**src/rtl/qvla_pkg.sv**
```systemverilog
// Package for the quorum vote lock arbiter: word types, message codes, sizes, register indices.
// No dependencies; imported by every module of the block.
package qvla_pkg;

	localparam int QueueDepthDef = 16;
	localparam int MaxProcessesDef = 16;

	localparam logic [2:0] K_REQUEST = 3'd0;
	localparam logic [2:0] K_VOTE = 3'd1;
	localparam logic [2:0] K_RELEASE = 3'd2;
	localparam logic [2:0] K_INQUIRE = 3'd3;
	localparam logic [2:0] K_RELINQ = 3'd4;
	localparam logic [2:0] K_LREQ = 3'd5;
	localparam logic [2:0] K_LREL = 3'd6;
	localparam logic [2:0] K_ENTER = 3'd5;

	localparam logic [1:0] REG_PCOUNT = 2'd0;
	localparam logic [1:0] REG_SITE = 2'd1;
	localparam logic [1:0] REG_PROC = 2'd2;

	typedef struct packed {
		logic [2:0]  kind;
		logic [31:0] msg_clock;
		logic [3:0]  sender_site;
		logic [3:0]  sender_proc;
	} in_word_t;

	typedef struct packed {
		logic [2:0]  out_kind;
		logic        broadcast;
		logic [3:0]  dest_site;
		logic [3:0]  dest_proc;
		logic [31:0] out_clock;
		logic        queue_dropped;
	} out_word_t;

	typedef struct packed {
		logic [31:0] clk;
		logic [3:0]  site;
		logic [3:0]  proc;
	} entry_t;

	// controller -> datapath
	typedef struct packed {
		logic load;     // capture input word, begin item
		logic ins;      // do insert step (shift one entry)
		logic pop;      // do pop step (shift one entry)
		logic fin;      // finish item, produce result
	} cmd_t;

	// datapath -> controller
	typedef struct packed {
		logic want_ins;
		logic ins_done;
		logic want_pop;
		logic pop_done;
	} stat_t;

endpackage

```
**src/rtl/qvla_ctrl.sv**
```systemverilog
// Controller state machine for the arbiter: sequences load, queue shift steps, finish.
// Depends on qvla_pkg.
module qvla_ctrl import qvla_pkg::*; (
	input  logic  clk,
	input  logic  arst_n,
	input  logic  in_valid,
	input  logic  out_busy,
	input  stat_t st,
	output logic  in_stall,
	output cmd_t  cmd
);

	localparam logic [2:0] S_IDLE = 3'd0;
	localparam logic [2:0] S_DEC = 3'd1;
	localparam logic [2:0] S_INS = 3'd2;
	localparam logic [2:0] S_POP = 3'd3;
	localparam logic [2:0] S_FIN = 3'd4;

	logic [2:0] state_q;
	logic [2:0] state_d;

	assign in_stall = (state_q != S_IDLE);

	// decode next state and commands
	always_comb begin
		state_d = state_q;
		cmd = '0;
		case (state_q)
			S_IDLE: begin
				if (in_valid) begin
					cmd.load = 1'b1;
					state_d = S_DEC;
				end
			end
			S_DEC: begin
				if (st.want_ins) state_d = S_INS;
				else if (st.want_pop) state_d = S_POP;
				else state_d = S_FIN;
			end
			S_INS: begin
				cmd.ins = 1'b1;
				if (st.ins_done) state_d = st.want_pop ? S_POP : S_FIN;
			end
			S_POP: begin
				cmd.pop = 1'b1;
				if (st.pop_done) state_d = S_FIN;
			end
			S_FIN: begin
				if (!out_busy) begin
					cmd.fin = 1'b1;
					state_d = S_IDLE;
				end
			end
			default: state_d = S_IDLE;
		endcase
	end

	// advance state
	always_ff @(posedge clk or negedge arst_n) begin
		if (!arst_n) state_q <= S_IDLE;
		else state_q <= state_d;
	end

endmodule

```
**src/rtl/qvla_dp.sv**
```systemverilog
// Datapath of the arbiter: protocol state, sorted wait queue, result register.
// Depends on qvla_pkg; stepped by qvla_ctrl.
module qvla_dp import qvla_pkg::*; #(
	parameter int QUEUE_DEPTH = QueueDepthDef,
	parameter int MAX_PROCESSES = MaxProcessesDef
) (
	input  logic      clk,
	input  logic      arst_n,
	input  in_word_t  in_word,
	input  cmd_t      cmd,
	output stat_t     st,
	input  logic [4:0] cfg_pcount,
	input  logic [3:0] cfg_site,
	input  logic [3:0] cfg_proc,
	output logic      out_valid,
	input  logic      out_stall,
	output out_word_t out_word,
	output logic      out_busy
);

	localparam int IW = (QUEUE_DEPTH > 1) ? $clog2(QUEUE_DEPTH) : 1;
	localparam int LW = $clog2(QUEUE_DEPTH + 1);
	localparam logic [LW-1:0] QFULL = LW'(QUEUE_DEPTH);
	localparam logic [4:0] NEEDMAX = (MAX_PROCESSES > 31) ? 5'd31 : 5'(MAX_PROCESSES);

	entry_t q_q [QUEUE_DEPTH];
	logic [LW-1:0] qlen_q;
	logic [LW-1:0] pos_q;          // shift cursor
	logic [31:0] lclk_q;
	logic vote_q, inq_q, drop_q;
	entry_t hold_q;
	logic [4:0] votes_q;
	in_word_t w_q;
	logic ins_q, pop_q;            // pending steps for current item
	entry_t ins_e_q;
	logic [2:0] act_q;             // what to send after queue work
	localparam logic [2:0] A_NONE = 3'd0, A_INQ = 3'd1, A_VHEAD = 3'd2, A_RELQ = 3'd3;

	logic [4:0] need;
	logic [31:0] mclk;
	logic [IW-1:0] pidx, pidx_m1, pidx_p1;
	logic ins_here;
	entry_t head;

	assign need = (cfg_pcount > NEEDMAX) ? NEEDMAX : cfg_pcount;
	assign mclk = ((lclk_q > in_word.msg_clock) ? lclk_q : in_word.msg_clock) + 32'd1;
	assign pidx = pos_q[IW-1:0];
	assign pidx_m1 = pidx - IW'(1);
	assign pidx_p1 = pidx + IW'(1);
	assign head = q_q[0];
	assign out_busy = out_valid && out_stall;

	// insert walks from the tail down: entry pos-1 moves up while the new one sorts
	// at or before it, so a new word lands ahead of any entry with equal clock and id
	assign ins_here = (pos_q == '0) ||
		!((ins_e_q.clk < q_q[pidx_m1].clk) ||
		  (ins_e_q.clk == q_q[pidx_m1].clk && ins_e_q.proc <= q_q[pidx_m1].proc));

	assign st.want_ins = ins_q;
	assign st.ins_done = ins_here;
	assign st.want_pop = pop_q;
	assign st.pop_done = (pos_q + LW'(1) >= qlen_q);

	// queue shifting
	always_ff @(posedge clk) begin
		if (cmd.ins) begin
			if (ins_here) q_q[pidx] <= ins_e_q;
			else q_q[pidx] <= q_q[pidx_m1];
		end else if (cmd.pop && (pos_q + LW'(1) < qlen_q)) begin
			q_q[pidx] <= q_q[pidx_p1];
		end
	end

	// protocol state
	always_ff @(posedge clk or negedge arst_n) begin
		if (!arst_n) begin
			qlen_q <= '0; pos_q <= '0; lclk_q <= '0; vote_q <= 1'b0; inq_q <= 1'b0;
			drop_q <= 1'b0; hold_q <= '0; votes_q <= '0; ins_q <= 1'b0; pop_q <= 1'b0;
			act_q <= A_NONE; out_valid <= 1'b0;
		end else begin
			if (out_valid && !out_stall) out_valid <= 1'b0;
			if (cmd.load) begin
				w_q <= in_word;
				ins_q <= 1'b0; pop_q <= 1'b0; act_q <= A_NONE;
				pos_q <= '0;
				if (in_word.kind <= K_RELINQ) lclk_q <= mclk;
				case (in_word.kind)
					K_REQUEST: begin
						if (vote_q) begin
							ins_e_q <= '{clk: in_word.msg_clock, site: in_word.sender_site,
								proc: in_word.sender_proc};
							if (qlen_q >= QFULL) drop_q <= 1'b1;
							else begin ins_q <= 1'b1; pos_q <= qlen_q; end
							if (((in_word.msg_clock < hold_q.clk) ||
								(in_word.msg_clock == hold_q.clk &&
								 in_word.sender_proc < hold_q.proc)) && !inq_q) begin
								act_q <= A_INQ; inq_q <= 1'b1;
							end
						end
					end
					K_RELEASE: begin
						inq_q <= 1'b0;
						if (qlen_q != '0) begin pop_q <= 1'b1; act_q <= A_VHEAD; end
						else vote_q <= 1'b0;
					end
					K_RELINQ: begin
						inq_q <= 1'b0;
						ins_e_q <= hold_q;
						if (qlen_q >= QFULL) drop_q <= 1'b1;
						else begin ins_q <= 1'b1; pos_q <= qlen_q; end
						if (qlen_q != '0 || qlen_q < QFULL) begin
							pop_q <= 1'b1; act_q <= A_RELQ;
						end
					end
					default: ;
				endcase
			end
			if (cmd.ins) begin
				if (ins_here) begin
					qlen_q <= qlen_q + LW'(1);
					ins_q <= 1'b0;
				end else pos_q <= pos_q - LW'(1);
			end
			if (cmd.pop) begin
				if (pos_q == '0) begin
					// decide at head: a requeued holder at the head is just dropped
					if (act_q == A_RELQ && head.site == hold_q.site &&
						head.proc == hold_q.proc) begin
						act_q <= A_NONE;
					end else if (act_q == A_RELQ || act_q == A_VHEAD) begin
						act_q <= A_VHEAD;
						hold_q <= head; vote_q <= 1'b1;
					end
				end
				if (pos_q + LW'(1) >= qlen_q) begin
					qlen_q <= qlen_q - LW'(1);
					pop_q <= 1'b0;
					pos_q <= '0;
				end else pos_q <= pos_q + LW'(1);
			end
			if (cmd.ins && ins_here) pos_q <= '0;
			if (cmd.fin) begin
				out_word.queue_dropped <= drop_q;
				out_word.broadcast <= 1'b0;
				out_word.out_clock <= lclk_q + 32'd1;
				case (w_q.kind)
					K_REQUEST: begin
						if (!vote_q) begin
							hold_q <= '{clk: w_q.msg_clock, site: w_q.sender_site,
								proc: w_q.sender_proc};
							vote_q <= 1'b1;
							lclk_q <= lclk_q + 32'd1; out_valid <= 1'b1; drop_q <= 1'b0;
							out_word.out_kind <= K_VOTE;
							out_word.dest_site <= w_q.sender_site;
							out_word.dest_proc <= w_q.sender_proc;
						end else if (act_q == A_INQ) begin
							lclk_q <= lclk_q + 32'd1; out_valid <= 1'b1; drop_q <= 1'b0;
							out_word.out_kind <= K_INQUIRE;
							out_word.dest_site <= hold_q.site;
							out_word.dest_proc <= hold_q.proc;
						end
					end
					K_VOTE: begin
						if (need != 5'd0 &&
							((votes_q < 5'd31) ? votes_q + 5'd1 : votes_q) == need) begin
							votes_q <= '0; out_valid <= 1'b1; drop_q <= 1'b0;
							out_word.out_kind <= K_ENTER;
							out_word.dest_site <= cfg_site;
							out_word.dest_proc <= cfg_proc;
							out_word.out_clock <= lclk_q;
						end else if (votes_q < 5'd31) votes_q <= votes_q + 5'd1;
					end
					K_INQUIRE: begin
						if (votes_q != need && votes_q != 5'd0) begin
							votes_q <= votes_q - 5'd1;
							lclk_q <= lclk_q + 32'd1; out_valid <= 1'b1; drop_q <= 1'b0;
							out_word.out_kind <= K_RELINQ;
							out_word.dest_site <= w_q.sender_site;
							out_word.dest_proc <= w_q.sender_proc;
						end
					end
					K_RELEASE, K_RELINQ: begin
						if (act_q == A_VHEAD) begin
							lclk_q <= lclk_q + 32'd1; out_valid <= 1'b1; drop_q <= 1'b0;
							out_word.out_kind <= K_VOTE;
							out_word.dest_site <= hold_q.site;
							out_word.dest_proc <= hold_q.proc;
						end
					end
					K_LREQ, K_LREL: begin
						lclk_q <= lclk_q + 32'd1; out_valid <= 1'b1; drop_q <= 1'b0;
						out_word.out_kind <= (w_q.kind == K_LREQ) ? K_REQUEST : K_RELEASE;
						out_word.broadcast <= 1'b1;
						out_word.dest_site <= cfg_site;
						out_word.dest_proc <= 4'd0;
					end
					default: ;
				endcase
			end
		end
	end

endmodule

```
**src/rtl/qvla_regs.sv**
```systemverilog
// Configuration registers of the arbiter behind an APB-style port.
// Depends on qvla_pkg.
module qvla_regs import qvla_pkg::*; (
	input  logic        clk,
	input  logic        arst_n,
	input  logic        psel,
	input  logic        penable,
	input  logic        pwrite,
	input  logic [3:0]  paddr,
	input  logic [31:0] pwdata,
	output logic [31:0] prdata,
	output logic        pready,
	output logic [4:0]  pcount,
	output logic [3:0]  site,
	output logic [3:0]  proc
);

	logic [1:0] idx;
	logic [4:0] pcount_q;
	logic [3:0] site_q, proc_q;

	assign idx = paddr[3:2];
	assign pready = 1'b1;
	assign pcount = pcount_q;
	assign site = site_q;
	assign proc = proc_q;

	// write on access phase
	always_ff @(posedge clk or negedge arst_n) begin
		if (!arst_n) begin
			pcount_q <= 5'd1; site_q <= '0; proc_q <= '0;
		end else if (psel && penable && pwrite) begin
			case (idx)
				REG_PCOUNT: pcount_q <= pwdata[4:0];
				REG_SITE: site_q <= pwdata[3:0];
				REG_PROC: proc_q <= pwdata[3:0];
				default: ;
			endcase
		end
	end

	// read mux
	always_comb begin
		case (idx)
			REG_PCOUNT: prdata = {27'd0, pcount_q};
			REG_SITE: prdata = {28'd0, site_q};
			REG_PROC: prdata = {28'd0, proc_q};
			default: prdata = '0;
		endcase
	end

endmodule

```
**src/rtl/quorum_vote_lock_arbiter_unit.sv**
```systemverilog
// Quorum vote lock arbiter: one node of a voting mutual-exclusion protocol.
// A word is loaded and decoded, then any queue work runs in steps: an insert
// moves one entry up per step until the new entry's slot, a head removal takes
// one step per queued entry (release, relinquish). The result is registered at
// finish; the next word is accepted only after that, and a stalled result delays
// only the finish of the next word. Reset (arst_n low) clears clock, vote,
// counters, queue length, and resets the configuration registers.
module quorum_vote_lock_arbiter_unit import qvla_pkg::*; #(
	parameter int QUEUE_DEPTH = QueueDepthDef,
	parameter int MAX_PROCESSES = MaxProcessesDef
) (
	input  logic        clk,
	input  logic        arst_n,
	input  logic        in_valid,
	output logic        in_stall,
	input  in_word_t    in_data,
	output logic        out_valid,
	input  logic        out_stall,
	output out_word_t   out_data,
	input  logic        psel,
	input  logic        penable,
	input  logic        pwrite,
	input  logic [3:0]  paddr,
	input  logic [31:0] pwdata,
	output logic [31:0] prdata,
	output logic        pready
);

	cmd_t cmd;
	stat_t st;
	logic busy;
	logic [4:0] pcount;
	logic [3:0] site, proc;

	qvla_regs u_regs (.clk, .arst_n, .psel, .penable, .pwrite, .paddr, .pwdata,
		.prdata, .pready, .pcount, .site, .proc);

	qvla_ctrl u_ctrl (.clk, .arst_n, .in_valid, .out_busy(busy), .st, .in_stall, .cmd);

	qvla_dp #(.QUEUE_DEPTH(QUEUE_DEPTH), .MAX_PROCESSES(MAX_PROCESSES)) u_dp (
		.clk, .arst_n, .in_word(in_data), .cmd, .st, .cfg_pcount(pcount),
		.cfg_site(site), .cfg_proc(proc), .out_valid, .out_stall,
		.out_word(out_data), .out_busy(busy));

endmodule

```
**config.mk**
```make
export PLATFORM = sky130hd
export DESIGN_NAME = quorum_vote_lock_arbiter_unit
export DESIGN_NICKNAME = d
export VERILOG_FILES = /design/src/rtl/qvla_pkg.sv /design/src/rtl/qvla_ctrl.sv /design/src/rtl/qvla_dp.sv /design/src/rtl/qvla_regs.sv /design/src/rtl/quorum_vote_lock_arbiter_unit.sv
export SDC_FILE = /design/constraint.sdc
export NUM_CORES = 2
export LEC_CHECK = 0
export ABC_CLOCK_PERIOD_IN_PS = 16400
export BUFFER_PORTS_ARGS = -buffer_cell sky130_fd_sc_hd__buf_4
export CAP_MARGIN = 10
export CORE_AREA = 2 2 299 301
export CTS_BUF_LIST = sky130_fd_sc_hd__clkbuf_4 sky130_fd_sc_hd__clkbuf_8
export CTS_CLUSTER_SIZE = 12
export DETAILED_ROUTE_END_ITERATION = 10
export DIE_AREA = 0 0 301 303
export GPL_TIMING_DRIVEN = 0
export PLACE_DENSITY = 0.77
export SETUP_SLACK_MARGIN = 0.4
export SYNTH_ARGS = -nofsm -noshare
export SYNTH_HDL_FRONTEND = slang
export SYNTH_SLANG_ARGS = --single-unit
```
**constraint.sdc**
```tcl
create_clock -name clk -period 16.4 [get_ports clk]
set_input_delay 3.28 -clock clk [delete_from_list [all_inputs] [get_ports clk]]
set_output_delay 3.28 -clock clk [all_outputs]
set_load 0.005 [all_outputs]
```
Word-level counts from Yosys, hierarchy flattened
Memories as Yosys holds them, arrays and structs flattened. Cells that the tools add are included. Widths: inputs -> output; s select.

Register bits: 240. RAM bits: 640. Output and inout bits: 80. Logic and storage cells: 266. Memories kept: 1.

Memory list: u_dp.q_q (words 16, width 40, rd ports 3, clocked after memory_dff 0, write ports 1, line qvla_dp.sv:26) `entry_t q_q [QUEUE_DEPTH];`.

Add/sub/neg operators: 10. $lt $le $gt $ge: 12. Equality and inequality tests: 33. Muxes and demuxes: 130. Bitwise logic cells: 2. Reduce and logical (&&, ||, !) cells: 47.

Operator list (count): $mux 40 (11); $mux 32 (9); $pmux 32 s4 (1); $mux 5 (16); $pmux 40 s2 (1); $add 32x1->32 const B (2); $eq 32x32->1 (2); $lt 32x32->1 (2); $mux 1 (55); $mux 3 (17); $pmux 8 s5 (1); $gt 32x32->1 (1); $mux 8 (4); $pmux 3 s5 (2); $eq 3x2->1 const B (7); $pmux 5 s2 (2); $reduce_bool 5->1 (4); $add 5x1->5 const B (3); $eq 3x3->1 const B (5); $pmux 5 s3 (1); $sub 5x1->5 const B (3); $logic_and 1x1->1 (13); $ne 2x1->1 const B (6); $reduce_and 4->1 (3); 34 further kinds (63).

Longest topological paths before layout
Word-level depth: 12. Gate-level depth with buffers: 20. Depth with buffers taken out: 18.

By module
From an unflattened synthesis, not the netlist that was laid out.

Cell total of the unflattened synthesis: 3029. Area total of the unflattened synthesis: 45710.1 um2.

Modules (own cells, without submodules): qvla_dp (instances 1, cells an instance 2921, area each 44577.8 um2); qvla_regs (instances 1, cells an instance 76, area each 857.1 um2); qvla_ctrl (instances 1, cells an instance 32, area each 275.3 um2).

Worst setup path after synthesis
No wires, ideal clock.

Path type: input to output. Start: input port paddr[2]. End: output port prdata[0]. Arrival time: 3870 ps. Slack: 9250 ps. Stages: 3. Path buffers: 1. Path through: clkbuf_1 mux2i_1 o21ai_0.

Longest elaborated chain between the ends: 2.

RTL lines: from (decl) (line quorum_vote_lock_arbiter_unit.sv:23) `input logic [3:0] paddr,`; $eq 2x2->1 (tied with other cells) (line qvla_regs.sv:44) `case (idx)`; $pmux 5 s3 (*) (line qvla_regs.sv:44); to (decl) (line quorum_vote_lock_arbiter_unit.sv:25) `output logic [31:0] prdata,`.

Every way passes the cells marked *; elsewhere a longest branch is shown, timed or not.

Worst setup path after layout
Start: register u_dp.pos_q[0]. End: memory u_dp.q_q[12][38] (netlist name), data pin.

Longest elaborated chain between the ends: 12.

RTL lines: from (decl) (line qvla_dp.sv:28) `logic [LW-1:0] pos_q;`; from (signal assigned) (line qvla_dp.sv:122) `end else pos_q <= pos_q - LW'(1);`; from (signal assigned) (line qvla_dp.sv:139) `end else pos_q <= pos_q + LW'(1);`; branches (longest 11 deep; another with $mem_v2 16x40); $mux 40 (no line) (*); to (decl) (line qvla_dp.sv:26).

Every way passes the cells marked *.

==> metrics.txt <==
Clock Root Buffer=clkbuf_8; initial core utilization=between 50% and 60%; initial antenna violation count=4; unique cell type count in the Yosys netlist=80; cell mode on critical path=clkbuf_1; Post-CTS Setup Bufs=0; critical path fanouts, max=16; violated checks=capacitance limit, slew limit; sequential share of the synthesized area=57.0%; critical path arrival=between 10 and 15 ns; vias post-DR=30.6k; status=complete, but fails checks; global-route wire length before repair=approximately 200000 microns; Hold-fix buffers, CTS=0; clock transition at the registers of the reported paths=~0.07 ns; Non-Filler Instances=about 4.6k; Slew @ Worst Pin=around 1.5 ns; Finished Core Util=roughly 59%; Crit. End Element=flip-flop; clk buf depth=3; mux share of post-synthesis cell area=between 20 and 25%; Worst VDD drop=roughly 110 uV; nets@finish=3527; largest family of logic cells by synthesized area=multiplexers; DRC=0; period utilization=68.4%; Synth Cell Area=around 45000 sq um; layout cells sized above 1=between 20% and 30%; FF+latch count, synth=between 800 and 900; Worst slew margin=-0.733%; ANT nets after route=0; Slowest-stage cell, CP=a21oi_1; vias per std cell=around 6.7; gpl congestion=between 0.9 and 1; Die W=~300 microns; RSZ-0062 raised after global routing=no; Sink Count=between 800 and 900; latest clock arrival within the worst-skew pair=between 0.8 and 0.9 ns; DRT Wirelength=134000 microns; post-synthesis simple-gate area fraction=6.13%; initial drt markers=roughly 4.4k; Final Max Tran Viols=7; final hold vios=0; Worst Path Buf+Inv=8; critical path depth in cells=18; Post-Synth XOR/XNOR Area=under 10%; clock skew=approximately 0.04 ns; drt wl/cell=between 20 and 30 microns; DR pass1 iterations=8; compound-cell area share of the yosys netlist=under 10%; die area=a little over 90000 sq um; largest net degree at the start of global routing=a little over 70; Hold WS=between 0.4 and 0.5 ns; power per cell area=~160 nW/um^2; f_max=~0.089 GHz; I/O pin count=166; mean post-synth cell area=between 15 and 20 sq um; main flop type after synthesis=edfxtp_1; depth of the CTS H-tree=4; gr usage total=between 20% and 30%; CP Cell Sequence=buf_2, clkinv_1, clkbuf_1, ha_1, clkbuf_1, clkbuf_1, clkbuf_1, mux4_2, mux4_2, inv_1, ha_1, nand4_1, nor4_2, nand4_1, a21oi_1, clkbuf_1, mux2i_1, a21oi_1; vias in the first global route=30.7k; DP Cell Count=4340; asr flop ratio synth=12.7%; Hold Crit Class=reg2reg; Ys Warns=0; CTS Buf Count=between 100 and 150; Multi-input gate area=around 18000 sq um; max_cap viols=1; minimum clock period=roughly 11 ns; Fin Setup TNS=0 ns; Top delay family on crit path=buffers and inverters; startpoint types=flip-flop; post-CTS sizing=0; row count=109; worst r2r path cells=18; Post-synth EDFFs=approximately 770; CP required=16.89 ns; Port Buffers=between 100 and 150; Placeable Area=around 88000 sq um; adder-cell area share of the yosys netlist=under 10%; post-DP HPWL=94100 microns; Final setup viols=0; crit-path max cell delay=~1.3 ns; hold depth=2; CTS tree=built; FF+latch area=~26000 sq um; Syn-to-layout area delta=13.4%; Die Height=approximately 300 microns; Filler cells=between 6k and 7k; Remaining Overflow, GRT=0; leakage=between 0.015 and 0.02 uW; CP Class=reg2reg; Cells after Synth=about 3.0k
synth_stat cells, types with 20 or more instances:
library cell  number  share of area [%]
xnor2_1           70                1.4
clkbuf_1         111               0.92
nand4_1           40               0.55
buf_4             32               0.53
nor2_1           139                1.1
mux2_2            23               0.57
dfrtp_1          111                6.1
nand3_1           48               0.53
a21oi_1          115                1.3
buf_1             20               0.17
edfxtp_1         768                 51
xor2_1            24               0.46
mux4_2           396                 20
mux2i_1           94                2.1
inv_1            130                1.1
o21ai_0          175                1.9
nand2_1          212                1.8
buf_2             46               0.51
a22oi_1           32               0.53
ha_1             121                3.3
nor3_1            42               0.46
path summary, 6_finish.rpt:
check / startpoint / endpoint / slack [ns]
max: u_dp.pos_q[0]$_DFF_PN0_ / u_dp.q_q[12][38]$_DFFE_PP_ / 5.18
min: u_dp.w_q[36]$_DFFE_PP_ / u_dp.hold_q[36]$_DFF_PN0_ / 0.46
max reg2reg: u_dp.pos_q[0]$_DFF_PN0_ / u_dp.q_q[12][38]$_DFFE_PP_ / 5.18
min reg2reg: u_dp.w_q[36]$_DFFE_PP_ / u_dp.hold_q[36]$_DFF_PN0_ / 0.46
max in group asynchronous: arst_n / u_dp.lclk_q[17]$_DFF_PN0_ / 13.21
min in group asynchronous: arst_n / u_dp.votes_q[0]$_DFFE_PN0P_ / 2.45
layout make-up:
type	count	area share, %
multi-input combinational	1797	35.5
clock buffer	186	4.49
sequential	880	50.2
timing repair buffer	158	2.98
tap	1165	2.83
inverter	132	0.962
antenna	3	0.0146
clock inverter	66	1.01
buffer	212	1.93
state kept, by name (all words and copies together), names as in the netlist, 3 cells and up:
name,cells
u_dp.pos_q,5
u_regs.proc,4
u_ctrl.state_q,3
u_dp.q_q,640
u_dp.ins_e_q,40
u_dp.hold_q,40
u_regs.site,4
u_dp.out_word,45
u_dp.w_q,43
u_dp.act_q,3
u_regs.pcount,5
u_dp.lclk_q,32
u_dp.votes_q,5
u_dp.qlen_q,5
report_power, final:
| group | switching, uW | internal (uW) |
|---|---|---|
| Combinational | 2050 | 1550 |
| Sequential | 192 | 2710 |
| Clock | 915 | 1030 |
| Total | 3150 | 5290 |
tightest hold or removal path: stages (launching register included):
cell and delay (ns):
edfxtp_1 0.32, nand2_1 0.04, o21ai_0 0.06
metal layers:
layer,GRT usage (%),routed length (microns)
met1,36.2,46100
met2,48.5,65000
met3,8.68,15900
met4,14.6,6760
met5,0,89
cells in the final DEF, fill, tap and decap left out, types with 14 or more instances in the layout:
| cell type | n |
|---|---|
| dfrtp_1 | 111 |
| buf_4 | 146 |
| clkinv_1 | 27 |
| ha_1 | 121 |
| buf_2 | 49 |
| edfxtp_1 | 768 |
| clkbuf_8 | 146 |
| nor2_1 | 125 |
| buf_12 | 16 |
| a21oi_1 | 115 |
| and2_1 | 14 |
| mux2i_1 | 94 |
| clkinv_2 | 21 |
| nor2_4 | 15 |
| and3_1 | 14 |
| a22oi_1 | 32 |
| mux4_2 | 396 |
| clkbuf_1 | 111 |
| clkbuf_4 | 40 |
| nor3_1 | 38 |
| buf_1 | 20 |
| xnor2_1 | 69 |
| conb_1 | 28 |
| buf_6 | 20 |
| nand3_1 | 48 |
| nand2_1 | 212 |
| inv_1 | 130 |
| xor2_1 | 24 |
| nand4_1 | 40 |
| mux2_2 | 23 |
| a211oi_1 | 19 |
| o21ai_0 | 172 |
metrics by stage:
step | worst slack [ns] | power (uW) | area, sq um
finish | 5.18 | 8440 | 51500
global route | 5.41 | 8780 | 51500
CTS | 5.80 | 8370 | 51400
detailed placement | 5.75 | 6440 | 48600
global placement | 5.06 | 6320 | 47800
floorplan | 9.25 | 5320 | 45500
cells by family after synthesis:
group	count (synthesis)
muxes	513
AOI/OAI and AO/OA	453
xor gates and xnor gates	94
DFF	880
other	2
adders and majority gates	121
buffers and inverters	344
and+or+nand+nor	588
No activity file was read; power rests on OpenSTA's default activity.
